<file path="config.mk">
export PLATFORM = sky130hd
export DESIGN_NAME = dss_seq
export DESIGN_NICKNAME = d
export VERILOG_FILES = /design/src/rtl/dss_pkg.sv /design/src/rtl/dss_seq.sv
export SDC_FILE = /design/constraint.sdc
export NUM_CORES = 1
export LEC_CHECK = 0
export ABC_AREA = 1
export BUFFER_PORTS_ARGS = -buffer_cell sky130_fd_sc_hd__buf_2
export CAP_MARGIN = 0
export CORE_UTILIZATION = 57
export DETAILED_ROUTE_END_ITERATION = 8
export PLACE_DENSITY = 0.93
export SLEW_MARGIN = 20
export SYNTH_ARGS = -nofsm -noshare
export SYNTH_HDL_FRONTEND = slang
export SYNTH_SLANG_ARGS = --single-unit
</file>
<file path="constraint.sdc">
create_clock -name clk -period 6.4 [get_ports clk]
set_input_delay 0.32 -clock clk [delete_from_list [all_inputs] [get_ports clk]]
set_output_delay 0.32 -clock clk [all_outputs]
set_load 0.02 [all_outputs]
</file>
<file path="src/rtl/dss_pkg.sv">
// ============================================================================
// dss_pkg
// Shared types and constants for the dual stack shared store block.
// ============================================================================
`default_nettype none

package dss_pkg;

    localparam int DEPTH_DEFAULT = 256;
    localparam int CNT_W         = 9;
    localparam int DATA_W        = 32;
    localparam int IDX_W         = 8;
    localparam int CMD_W         = 3;
    localparam int STAT_W        = 2;

    localparam logic [CNT_W-1:0] CAP_RESET = 9'd256;

    typedef enum logic [CMD_W-1:0] {
        CMD_PUSH   = 3'd0,
        CMD_POP    = 3'd1,
        CMD_PEEK   = 3'd2,
        CMD_CLEAR  = 3'd3,
        CMD_SEARCH = 3'd4
    } cmd_t;

    typedef enum logic [STAT_W-1:0] {
        STAT_OK    = 2'd0,
        STAT_FULL  = 2'd1,
        STAT_EMPTY = 2'd2,
        STAT_MISS  = 2'd3
    } stat_t;

    typedef enum logic [1:0] {
        S_IDLE,
        S_READ,
        S_SCAN,
        S_HOLD
    } state_t;

endpackage

`default_nettype wire

</file>
<file path="src/rtl/dss_seq.sv">
// ============================================================================
// dss_seq
// Command sequencer: stack pointers, store access, search walk and result
// register.
// ============================================================================
`default_nettype none

module dss_seq #(
    parameter int DEPTH = dss_pkg::DEPTH_DEFAULT,
    localparam int ADDR_W = (DEPTH > 1) ? $clog2(DEPTH) : 1
) (
    input  wire logic                             clk,
    input  wire logic                             rst_n,
    input  wire logic [dss_pkg::CNT_W-1:0]        cap_eff,
    input  wire logic                             cfg_clear,
    input  wire logic                             in_valid,
    output logic                                  in_stall,
    input  wire logic [dss_pkg::CMD_W-1:0]        command,
    input  wire logic                             which_stack,
    input  wire logic [dss_pkg::DATA_W-1:0]       value,
    output logic                                  out_valid,
    input  wire logic                             out_stall,
    output logic [dss_pkg::STAT_W-1:0]            status,
    output logic [dss_pkg::DATA_W-1:0]            read_value,
    output logic [dss_pkg::IDX_W-1:0]             match_index,
    output logic [dss_pkg::CNT_W-1:0]             size_low_stack,
    output logic [dss_pkg::CNT_W-1:0]             size_high_stack,
    output logic                                  is_full,
    output logic                                  wr_en,
    output logic [ADDR_W-1:0]                     wr_addr,
    output logic [dss_pkg::DATA_W-1:0]            wr_data,
    output logic [ADDR_W-1:0]                     rd_addr,
    input  wire logic [dss_pkg::DATA_W-1:0]       rd_data
);

    dss_pkg::state_t state_reg, state_next;

    logic [dss_pkg::CNT_W-1:0]  low_top_reg, low_top_next;
    logic [dss_pkg::CNT_W-1:0]  high_count_reg, high_count_next;
    logic [dss_pkg::DATA_W-1:0] key_reg, key_next;
    logic                       high_sel_reg, high_sel_next;
    logic [dss_pkg::CNT_W-1:0]  cmp_idx_reg, cmp_idx_next;
    logic [dss_pkg::CNT_W-1:0]  rem_reg, rem_next;

    logic [dss_pkg::STAT_W-1:0] res_status_reg, res_status_next;
    logic [dss_pkg::DATA_W-1:0] res_value_reg, res_value_next;
    logic [dss_pkg::IDX_W-1:0]  res_midx_reg, res_midx_next;

    logic                       out_valid_reg, out_valid_next;
    logic [dss_pkg::STAT_W-1:0] out_status_reg, out_status_next;
    logic [dss_pkg::DATA_W-1:0] out_value_reg, out_value_next;
    logic [dss_pkg::IDX_W-1:0]  out_midx_reg, out_midx_next;
    logic [dss_pkg::CNT_W-1:0]  out_low_reg, out_low_next;
    logic [dss_pkg::CNT_W-1:0]  out_high_reg, out_high_next;
    logic                       out_full_reg, out_full_next;

    logic                       accept;
    logic                       out_free;
    logic [dss_pkg::CNT_W:0]    sum_now;
    logic [dss_pkg::CNT_W:0]    sum_next;
    logic                       full_now;
    logic [dss_pkg::CNT_W-1:0]  n_sel;
    logic [dss_pkg::CNT_W-1:0]  top_idx;
    logic [dss_pkg::CNT_W-1:0]  push_idx;
    logic [dss_pkg::CNT_W-1:0]  step_idx;
    logic                       fin;
    logic [dss_pkg::STAT_W-1:0] fin_status;
    logic [dss_pkg::DATA_W-1:0] fin_value;
    logic [dss_pkg::IDX_W-1:0]  fin_midx;
    logic                       load;

    assign in_stall = (state_reg != dss_pkg::S_IDLE);
    assign accept   = in_valid && !in_stall;
    assign out_free = !out_valid_reg || !out_stall;

    assign sum_now  = {1'b0, low_top_reg} + {1'b0, high_count_reg};
    assign full_now = (sum_now >= {1'b0, cap_eff});
    assign n_sel    = which_stack ? high_count_reg : low_top_reg;

    // The high stack's top sits at cap - count; the low stack's top at count - 1.
    assign top_idx  = which_stack ? (cap_eff - high_count_reg) : (low_top_reg - 1'b1);
    assign push_idx = which_stack ? (cap_eff - 1'b1 - high_count_reg) : low_top_reg;
    assign step_idx = high_sel_reg ? (cmp_idx_reg + 1'b1) : (cmp_idx_reg - 1'b1);

    always_ff @(posedge clk or negedge rst_n)
    begin
        if (!rst_n)
        begin
            state_reg      <= dss_pkg::S_IDLE;
            low_top_reg    <= '0;
            high_count_reg <= '0;
            out_valid_reg  <= 1'b0;
        end
        else
        begin
            state_reg      <= state_next;
            low_top_reg    <= low_top_next;
            high_count_reg <= high_count_next;
            out_valid_reg  <= out_valid_next;
        end
    end

    always_ff @(posedge clk)
    begin
        key_reg        <= key_next;
        high_sel_reg   <= high_sel_next;
        cmp_idx_reg    <= cmp_idx_next;
        rem_reg        <= rem_next;
        res_status_reg <= res_status_next;
        res_value_reg  <= res_value_next;
        res_midx_reg   <= res_midx_next;
        out_status_reg <= out_status_next;
        out_value_reg  <= out_value_next;
        out_midx_reg   <= out_midx_next;
        out_low_reg    <= out_low_next;
        out_high_reg   <= out_high_next;
        out_full_reg   <= out_full_next;
    end

    always_comb
    begin
        state_next      = state_reg;
        low_top_next    = low_top_reg;
        high_count_next = high_count_reg;
        key_next        = key_reg;
        high_sel_next   = high_sel_reg;
        cmp_idx_next    = cmp_idx_reg;
        rem_next        = rem_reg;
        wr_en           = 1'b0;
        wr_addr         = ADDR_W'(push_idx);
        wr_data         = value;
        rd_addr         = ADDR_W'(top_idx);
        fin             = 1'b0;
        fin_status      = dss_pkg::STAT_OK;
        fin_value       = '0;
        fin_midx        = '0;

        unique case (state_reg)
            dss_pkg::S_IDLE:
            begin
                if (accept)
                begin
                    unique case (command) inside
                        dss_pkg::CMD_PUSH:
                        begin
                            fin = 1'b1;
                            if (full_now)
                            begin
                                fin_status = dss_pkg::STAT_FULL;
                            end
                            else
                            begin
                                wr_en = 1'b1;
                                if (which_stack)
                                begin
                                    high_count_next = high_count_reg + 1'b1;
                                end
                                else
                                begin
                                    low_top_next = low_top_reg + 1'b1;
                                end
                            end
                        end
                        dss_pkg::CMD_POP, dss_pkg::CMD_PEEK:
                        begin
                            if (n_sel == '0)
                            begin
                                fin        = 1'b1;
                                fin_status = dss_pkg::STAT_EMPTY;
                            end
                            else
                            begin
                                state_next = dss_pkg::S_READ;
                                if (command == dss_pkg::CMD_POP)
                                begin
                                    if (which_stack)
                                    begin
                                        high_count_next = high_count_reg - 1'b1;
                                    end
                                    else
                                    begin
                                        low_top_next = low_top_reg - 1'b1;
                                    end
                                end
                            end
                        end
                        dss_pkg::CMD_CLEAR:
                        begin
                            fin = 1'b1;
                            if (which_stack)
                            begin
                                high_count_next = '0;
                            end
                            else
                            begin
                                low_top_next = '0;
                            end
                        end
                        dss_pkg::CMD_SEARCH:
                        begin
                            key_next      = value;
                            high_sel_next = which_stack;
                            if (n_sel == '0)
                            begin
                                fin        = 1'b1;
                                fin_status = dss_pkg::STAT_MISS;
                            end
                            else
                            begin
                                cmp_idx_next = top_idx;
                                rem_next     = n_sel;
                                state_next   = dss_pkg::S_SCAN;
                            end
                        end
                        default:
                        begin
                            fin = 1'b1;
                        end
                    endcase
                end
            end
            dss_pkg::S_READ:
            begin
                fin       = 1'b1;
                fin_value = rd_data;
            end
            dss_pkg::S_SCAN:
            begin
                // The word for cmp_idx_reg arrives now; the next one is fetched meanwhile.
                rd_addr = ADDR_W'(step_idx);
                if (rd_data == key_reg)
                begin
                    fin      = 1'b1;
                    fin_midx = cmp_idx_reg[dss_pkg::IDX_W-1:0];
                end
                else if (rem_reg == 9'd1)
                begin
                    fin        = 1'b1;
                    fin_status = dss_pkg::STAT_MISS;
                end
                else
                begin
                    cmp_idx_next = step_idx;
                    rem_next     = rem_reg - 1'b1;
                end
            end
            dss_pkg::S_HOLD:
            begin
                if (out_free)
                begin
                    state_next = dss_pkg::S_IDLE;
                end
            end
            default:
            begin
                state_next = dss_pkg::S_IDLE;
            end
        endcase

        // A capacity write moves the high stack's base, so both stacks restart.
        if (cfg_clear)
        begin
            low_top_next    = '0;
            high_count_next = '0;
        end

        res_status_next = res_status_reg;
        res_value_next  = res_value_reg;
        res_midx_next   = res_midx_reg;
        out_status_next = out_status_reg;
        out_value_next  = out_value_reg;
        out_midx_next   = out_midx_reg;
        load            = 1'b0;

        if (state_reg == dss_pkg::S_HOLD)
        begin
            if (out_free)
            begin
                load            = 1'b1;
                out_status_next = res_status_reg;
                out_value_next  = res_value_reg;
                out_midx_next   = res_midx_reg;
            end
        end
        else if (fin)
        begin
            if (out_free)
            begin
                load            = 1'b1;
                out_status_next = fin_status;
                out_value_next  = fin_value;
                out_midx_next   = fin_midx;
                state_next      = dss_pkg::S_IDLE;
            end
            else
            begin
                res_status_next = fin_status;
                res_value_next  = fin_value;
                res_midx_next   = fin_midx;
                state_next      = dss_pkg::S_HOLD;
            end
        end

        sum_next = {1'b0, low_top_next} + {1'b0, high_count_next};

        if (load)
        begin
            out_valid_next = 1'b1;
            out_low_next   = low_top_next;
            out_high_next  = high_count_next;
            out_full_next  = (sum_next >= {1'b0, cap_eff});
        end
        else
        begin
            out_valid_next = out_valid_reg && out_stall;
            out_low_next   = out_low_reg;
            out_high_next  = out_high_reg;
            out_full_next  = out_full_reg;
        end
    end

    assign out_valid       = out_valid_reg;
    assign status          = out_status_reg;
    assign read_value      = out_value_reg;
    assign match_index     = out_midx_reg;
    assign size_low_stack  = out_low_reg;
    assign size_high_stack = out_high_reg;
    assign is_full         = out_full_reg;

    // The two stacks never overlap.
    a_no_overlap: assert property (@(posedge clk) disable iff (!rst_n)
        sum_now <= {1'b0, cap_eff})
        else $error("stack pointers overlap");

    // A search walk always has at least one entry left to compare.
    a_scan_rem: assert property (@(posedge clk) disable iff (!rst_n)
        (state_reg == dss_pkg::S_SCAN) |-> (rem_reg != '0))
        else $error("search walk with no entries left");

    // A push into a store with room grows the total by exactly one.
    a_push_grows: assert property (@(posedge clk) disable iff (!rst_n)
        (accept && (command == dss_pkg::CMD_PUSH) && !full_now && !cfg_clear)
        |=> (sum_now == $past(sum_now) + 1'b1))
        else $error("push did not grow the stacks by one");

    // A pop or peek on a non-empty stack waits in S_READ for the store read.
    a_read_wait: assert property (@(posedge clk) disable iff (!rst_n)
        (accept && ((command == dss_pkg::CMD_POP) || (command == dss_pkg::CMD_PEEK))
         && (n_sel != '0))
        |=> (state_reg == dss_pkg::S_READ) || (state_reg == dss_pkg::S_IDLE))
        else $error("pop or peek skipped the store read");

endmodule

`default_nettype wire

</file>
======== Yosys cells after proc, flatten, opt, wreduce, memory -nomap -nowiden ========
Index checks and enable logic that the tools add are counted.
storage, ports and cells
  bits of input ports ..................... 82
  logic and storage cells ................. 150
  output and inout port bits .............. 112
  flip-flop bits (word level) ............. 175
cells by class
  reduce and logical (&&, ||, !) cells .... 18
  multiplexer cells ....................... 83
  $lt $le $gt $ge ......................... 2
  add/subtract/negate cells ............... 12
  bitwise gates (word level) .............. 2
  equality and inequality tests ........... 16
operator list
  kind                   number
  $mux W9                31
  $mux W32               5
  $mux W8                8
  $pmux W9 S3            2
  $pmux W9 S2            2
  $sub A9 B1 Y9 const B  4
  $eq A32 B32 Y1         1
  $mux W2                16
  $add A9 B1 Y9 const B  3
  $add A9 B9 Y10         2
  $ge A10 B9 Y1          2
  $mux W1                14
  $ne A2 B2 Y1 const B   7
  $pmux W2 S2            3
  $eq A9 B1 Y1 const B   1
  $logic_not A9 Y1       1
  $reduce_and A3 Y1      3
  $sub A9 B9 Y9          1
  $sub A8 B1 Y8 const B  1
  $sub A8 B8 Y8          1
  $eq A3 B2 Y1 const B   2
  $pmux W2 S3            1
  $reduce_and A6 Y1      1
  $reduce_bool A2 Y1     3
  13 further kinds       18

======== Longest topological paths before layout ========
  depth in word-level cells ............... 10
  mapped depth ............................ 36
  gate-level depth less buffers ........... 35

======== Least setup slack after synthesis ========
No wires, ideal clock.
  kind .................................... register to register
  from .................................... register high_count_reg[0] (netlist bit)
  to ...................................... register out_full_reg, in the netlist is_full (data pin)
  arrival ................................. 4.959 ns
  stages on the path, launching flop included .. 37
  buffers on the path ..................... 1
  slack ................................... 1.173 ns
  period minus slack after synthesis ...... 5.227 ns
  data required time ...................... 6.133 ns
  library setup time ...................... 0.267 ns
  cell sequence ........................... dfrtp_1 > ha_1 > fa_1 > nand3_1 > nand2_1 > a21oi_1 > o21ai_0 > nand2_1 > nand2_1 > a21oi_1 > xnor2_1 > ha_1 > nor2_1 > nand3_1 > a21oi_2 > nand2_1 > buf_2 > nor2_1 > nand2_1 > nand3_1 > nor2_1 > nor2_1 > ha_1 > inv_1 > fa_1 > o21ai_0 > a21oi_1 > o21bai_1 > xnor2_1 > inv_1 > ha_1 > nand2_1 > inv_1 > nand4_1 > nand3_1 > o21ai_0 > o211ai_1
between the ends
  longest elaborated chain between the ends .. 10
  elaborated cells on any way between the ends .. 24
  classes of those cells .................. add/sub (4); order compare (2); mux (17); reduce/logical (1)
ends and longest elaborated chain
  item                                                                    RTL line        RTL
  start: declaration                                                      dss_seq.sv:39   logic [dss_pkg::CNT_W-1:0] high_count_reg, high_count_next;
  start signal: assignment                                                dss_seq.sv:98   high_count_reg <= high_count_next;
  parallel branches: the longest is 6 deep, another holds $add A9 B9 Y10  n/a
  $mux W9 (*)                                                             dss_seq.sv:138  unique case (state_reg)
  $mux W9 (*)                                                             dss_seq.sv:261  if (cfg_clear)
  via high_count_next, one bit                                            dss_seq.sv:39
  $add A9 B9 Y10 (*)                                                      dss_seq.sv:304  sum_next = {1'b0, low_top_next} + {1'b0, high_count_next};
  $ge A10 B9 Y1 (*)                                                       dss_seq.sv:311  out_full_next = (sum_next >= {1'b0, cap_eff});
  end signal: assignment                                                  dss_seq.sv:117  out_full_reg <= out_full_next;
  end: declaration                                                        dss_seq.sv:55   logic out_full_reg, out_full_next;
Mark *: on every way through the listed nets, which the timed path passes.
A chain may end at the register's enable or synchronous reset.

======== Worst setup path after layout ========
  from .................................... register low_top_reg[0] (netlist bit)
  to ...................................... register out_full_reg, in the netlist is_full (data pin)
between the ends
  longest elaborated chain between the ends .. 10
  elaborated cells on any way between the ends .. 24
  classes of those cells .................. add/sub (4); order compare (2); mux (17); reduce/logical (1)
ends and longest elaborated chain
  item                                                                    RTL line        RTL
  start: declaration                                                      dss_seq.sv:38   logic [dss_pkg::CNT_W-1:0] low_top_reg, low_top_next;
  start signal: assignment                                                dss_seq.sv:97   low_top_reg <= low_top_next;
  parallel branches: the longest is 6 deep, another holds $add A9 B9 Y10  n/a
  $mux W9 (*)                                                             dss_seq.sv:138
  $mux W9 (*)                                                             dss_seq.sv:261
  via low_top_next, one bit                                               dss_seq.sv:38
  $add A9 B9 Y10 (*)                                                      dss_seq.sv:304
  $ge A10 B9 Y1 (*)                                                       dss_seq.sv:311
Marks and branches as above.

==> out/results.ini <==
[routing]
wl_mm=32.13
ant_nets=0
vias=10180
detail_route.first_pass.iterations=5
drc=0
routed_via_density=5.745
initialDrtViolationCount=1020
wl_per_cell_um=18.13

[critical_path]
worst-path-max-fanout=10
crit_family=compound AO/OA/AOI/OAI gates
cp_slowest_cell=fa_1
start_kind=register
required_ns=6.59
setup.worst_path.end_class=register
timing.critical_path.buf_inv=3
arrival_ns=6.12
max_stage_delay_ns=0.41
crit_type=reg -> reg

[global_route]
overflow=0
grt_pass1_wl_mm=49.04
antenna_found_initial=1
grt_max_degree=75
grt_pass1_vias=9516
grtUsageTotal_pct=31.86

[floorplanning]
io_pins=194
initial_core_util_pct=58.13
rows=51
die-area_um2=20350
core_um2=19400
die_y_um=142.7
die_x_um=142.7

[cts]
clk_pin_slew_ns=0.09
cts_tree=built
cts_root_buf=clkbuf_16
cts_max_level=4
cts.sinks=174
clock_path_buffers=2
numCtsBuffers=17
clkLatencyLatePin_ns=0.45

[placed_design]
port_buffers=193
placed_area_um2=12300
hpwl_mm=23.69
gp_congestion=0.9793

[synth]
syn-cell-area_um2=11280
synth_seq_cells=174
synth_compound_area_share_pct=10.41
syn_avg_cell_area_um2=8.427
synth_xor_area_share_pct=5.515
syn-num-nets=1487
synth_top_family_by_area=simple AND/OR/NAND/NOR gates
yosys.area_share.simple_pct=20.58
yosys.area_share.adder_pct=7.767
ys_warn_count=0
ys_seq_area_share_pct=45.41
synth_cells=1338
synthMuxAreaShare_pct=0.7989
yosysUniqueCellTypes=48

[sta]
min_period_over_period_pct=92.64
setup_viol=0
relSlewSlack_pct=29.78
slew_viol_final=0
tns_ns=0
period_needed_ns=5.929
grt_setup_unrepaired=false
skew_ns=0.01798
fmax_ghz=0.1687
hold_viol=0
worst_pin_slew_ns=1.051

[status]
outcome=finished clean

[final_layout]
fin_nets=1642
most-common-layout-cells=355 x nand2_1, 193 x buf_2, 157 x inv_1
final_common_cell=nand2_1
syn_to_final_growth_pct=14.88
final_area_um2=12950
layout-drive-gt1-share_pct=19.19
nFillCells=1487

[min_path]
hold_class=in -> reg

[pwr]
pwr_density_cell_nw_per_um2=232.3
leakage_uw=0.006416
irDropWorstVdd_v=0.0002138

[job]
maxCapViolations=0

## cell type report
type	instances	area [um2]	area share [%]
Timing Repair Buffer	217	1149	8.867
Inverter	164	619.3	4.781
Sequential cell	174	5120	39.52
Clock inverter	15	211.5	1.632
Clock buffer	17	425.4	3.284
Tap cell	265	331.6	2.560
Antenna cell	1	2.502	0.01932
Multi-Input combinational cell	919	5095	39.33
## cell usage after synthesis (all sizes together)
master	instances	area, um2
o211a	1	10.01
o21a	1	7.510
nand4	18	112.6
nand3b	1	7.510
inv	163	611.8
clkinv	1	3.750
and2	2	12.51
nor4	1	6.260
o21bai	5	37.54
a31oi	7	43.79
edfxtp	153	4594
fa	5	100.1
nor3	15	80.08
dfrtp	21	525.5
clkbuf	32	121.4
a21o	4	30.03
xor2	39	341.6
ha	62	775.7
o311ai	1	8.760
xnor2	32	280.3
o21ai	111	559.3
nor2	80	315.3
nand3	64	325.3
o211ai	9	67.56
a21boi	4	30.03
nand2	358	1349
or3	1	6.260
buf	49	336.6
or2	17	106.4
a211oi	1	7.510
mux2	8	90.09
o2111ai	1	8.760
o22ai	3	18.77
a21oi	68	344.1
## logic make-up after synthesis
kind of cell / Yosys count
adder cells (fa/ha/maj): 67
AND/OR/NAND/NOR: 557
AO/OA/AOI/OAI: 216
buffers and inverters: 245
XOR/XNOR: 71
multiplexers: 8
flip-flops: 174
## through the flow
stage	setup slack [ns]	power (uW)	hold slack (ns)	utilization [%]	cells
CTS	0.4324	3004	0.04668	66.73	1771
detailed placement	0.4922	1938	0.3287	63.40	1738
global placement	0.8175	1919	0.3217	63.40	1738
global route	0.03290	3113	0.04887	66.78	1772
finish	0.4712	3010	0.05661	66.78	1772
floorplan	1.173	1741	0.02441	-	1338
## path summary, 6_finish.rpt
kind	startpoint	end	slack [ns]	cells past startpoint
max	low_top_reg[0]	is_full	0.47	33
max reg2reg	low_top_reg[0]	is_full	0.47	33
min	value[7]	key_reg[7]	0.06	1
min in group asynchronous	rst_n	low_top_reg[2]	0.40	2
min reg2reg	res_value_reg[2]	read_value[2]	0.53	2
max in group asynchronous	rst_n	high_count_reg[4]	5.62	2
## layer usage
| layer | global-route usage (%) | vias up | routed length (um) |
|---|---|---|---|
| met4 | 17.88 | 0 | 1499 |
| met2 | 52.68 | 631 | 15590 |
| met3 | 6.036 | 113 | 2937 |
| li1 | - | 4711 | - |
| met5 | 0 | - | 0 |
| met1 | 39.27 | 4726 | 12110 |
## where the power goes
group	switching (uW)	internal [uW]
Combinational	413	198
Sequential	24.5	1290
Clock	539	540
Total	976	2030
## timing repair
action	CTS	global route
gates resized for setup	0	2
setup endpoints to repair	0	1
hold buffers	1	0
setup buffers	0	0
endpoints found under the hold margin	21	0
No activity file was read; power rests on OpenSTA's default activity.
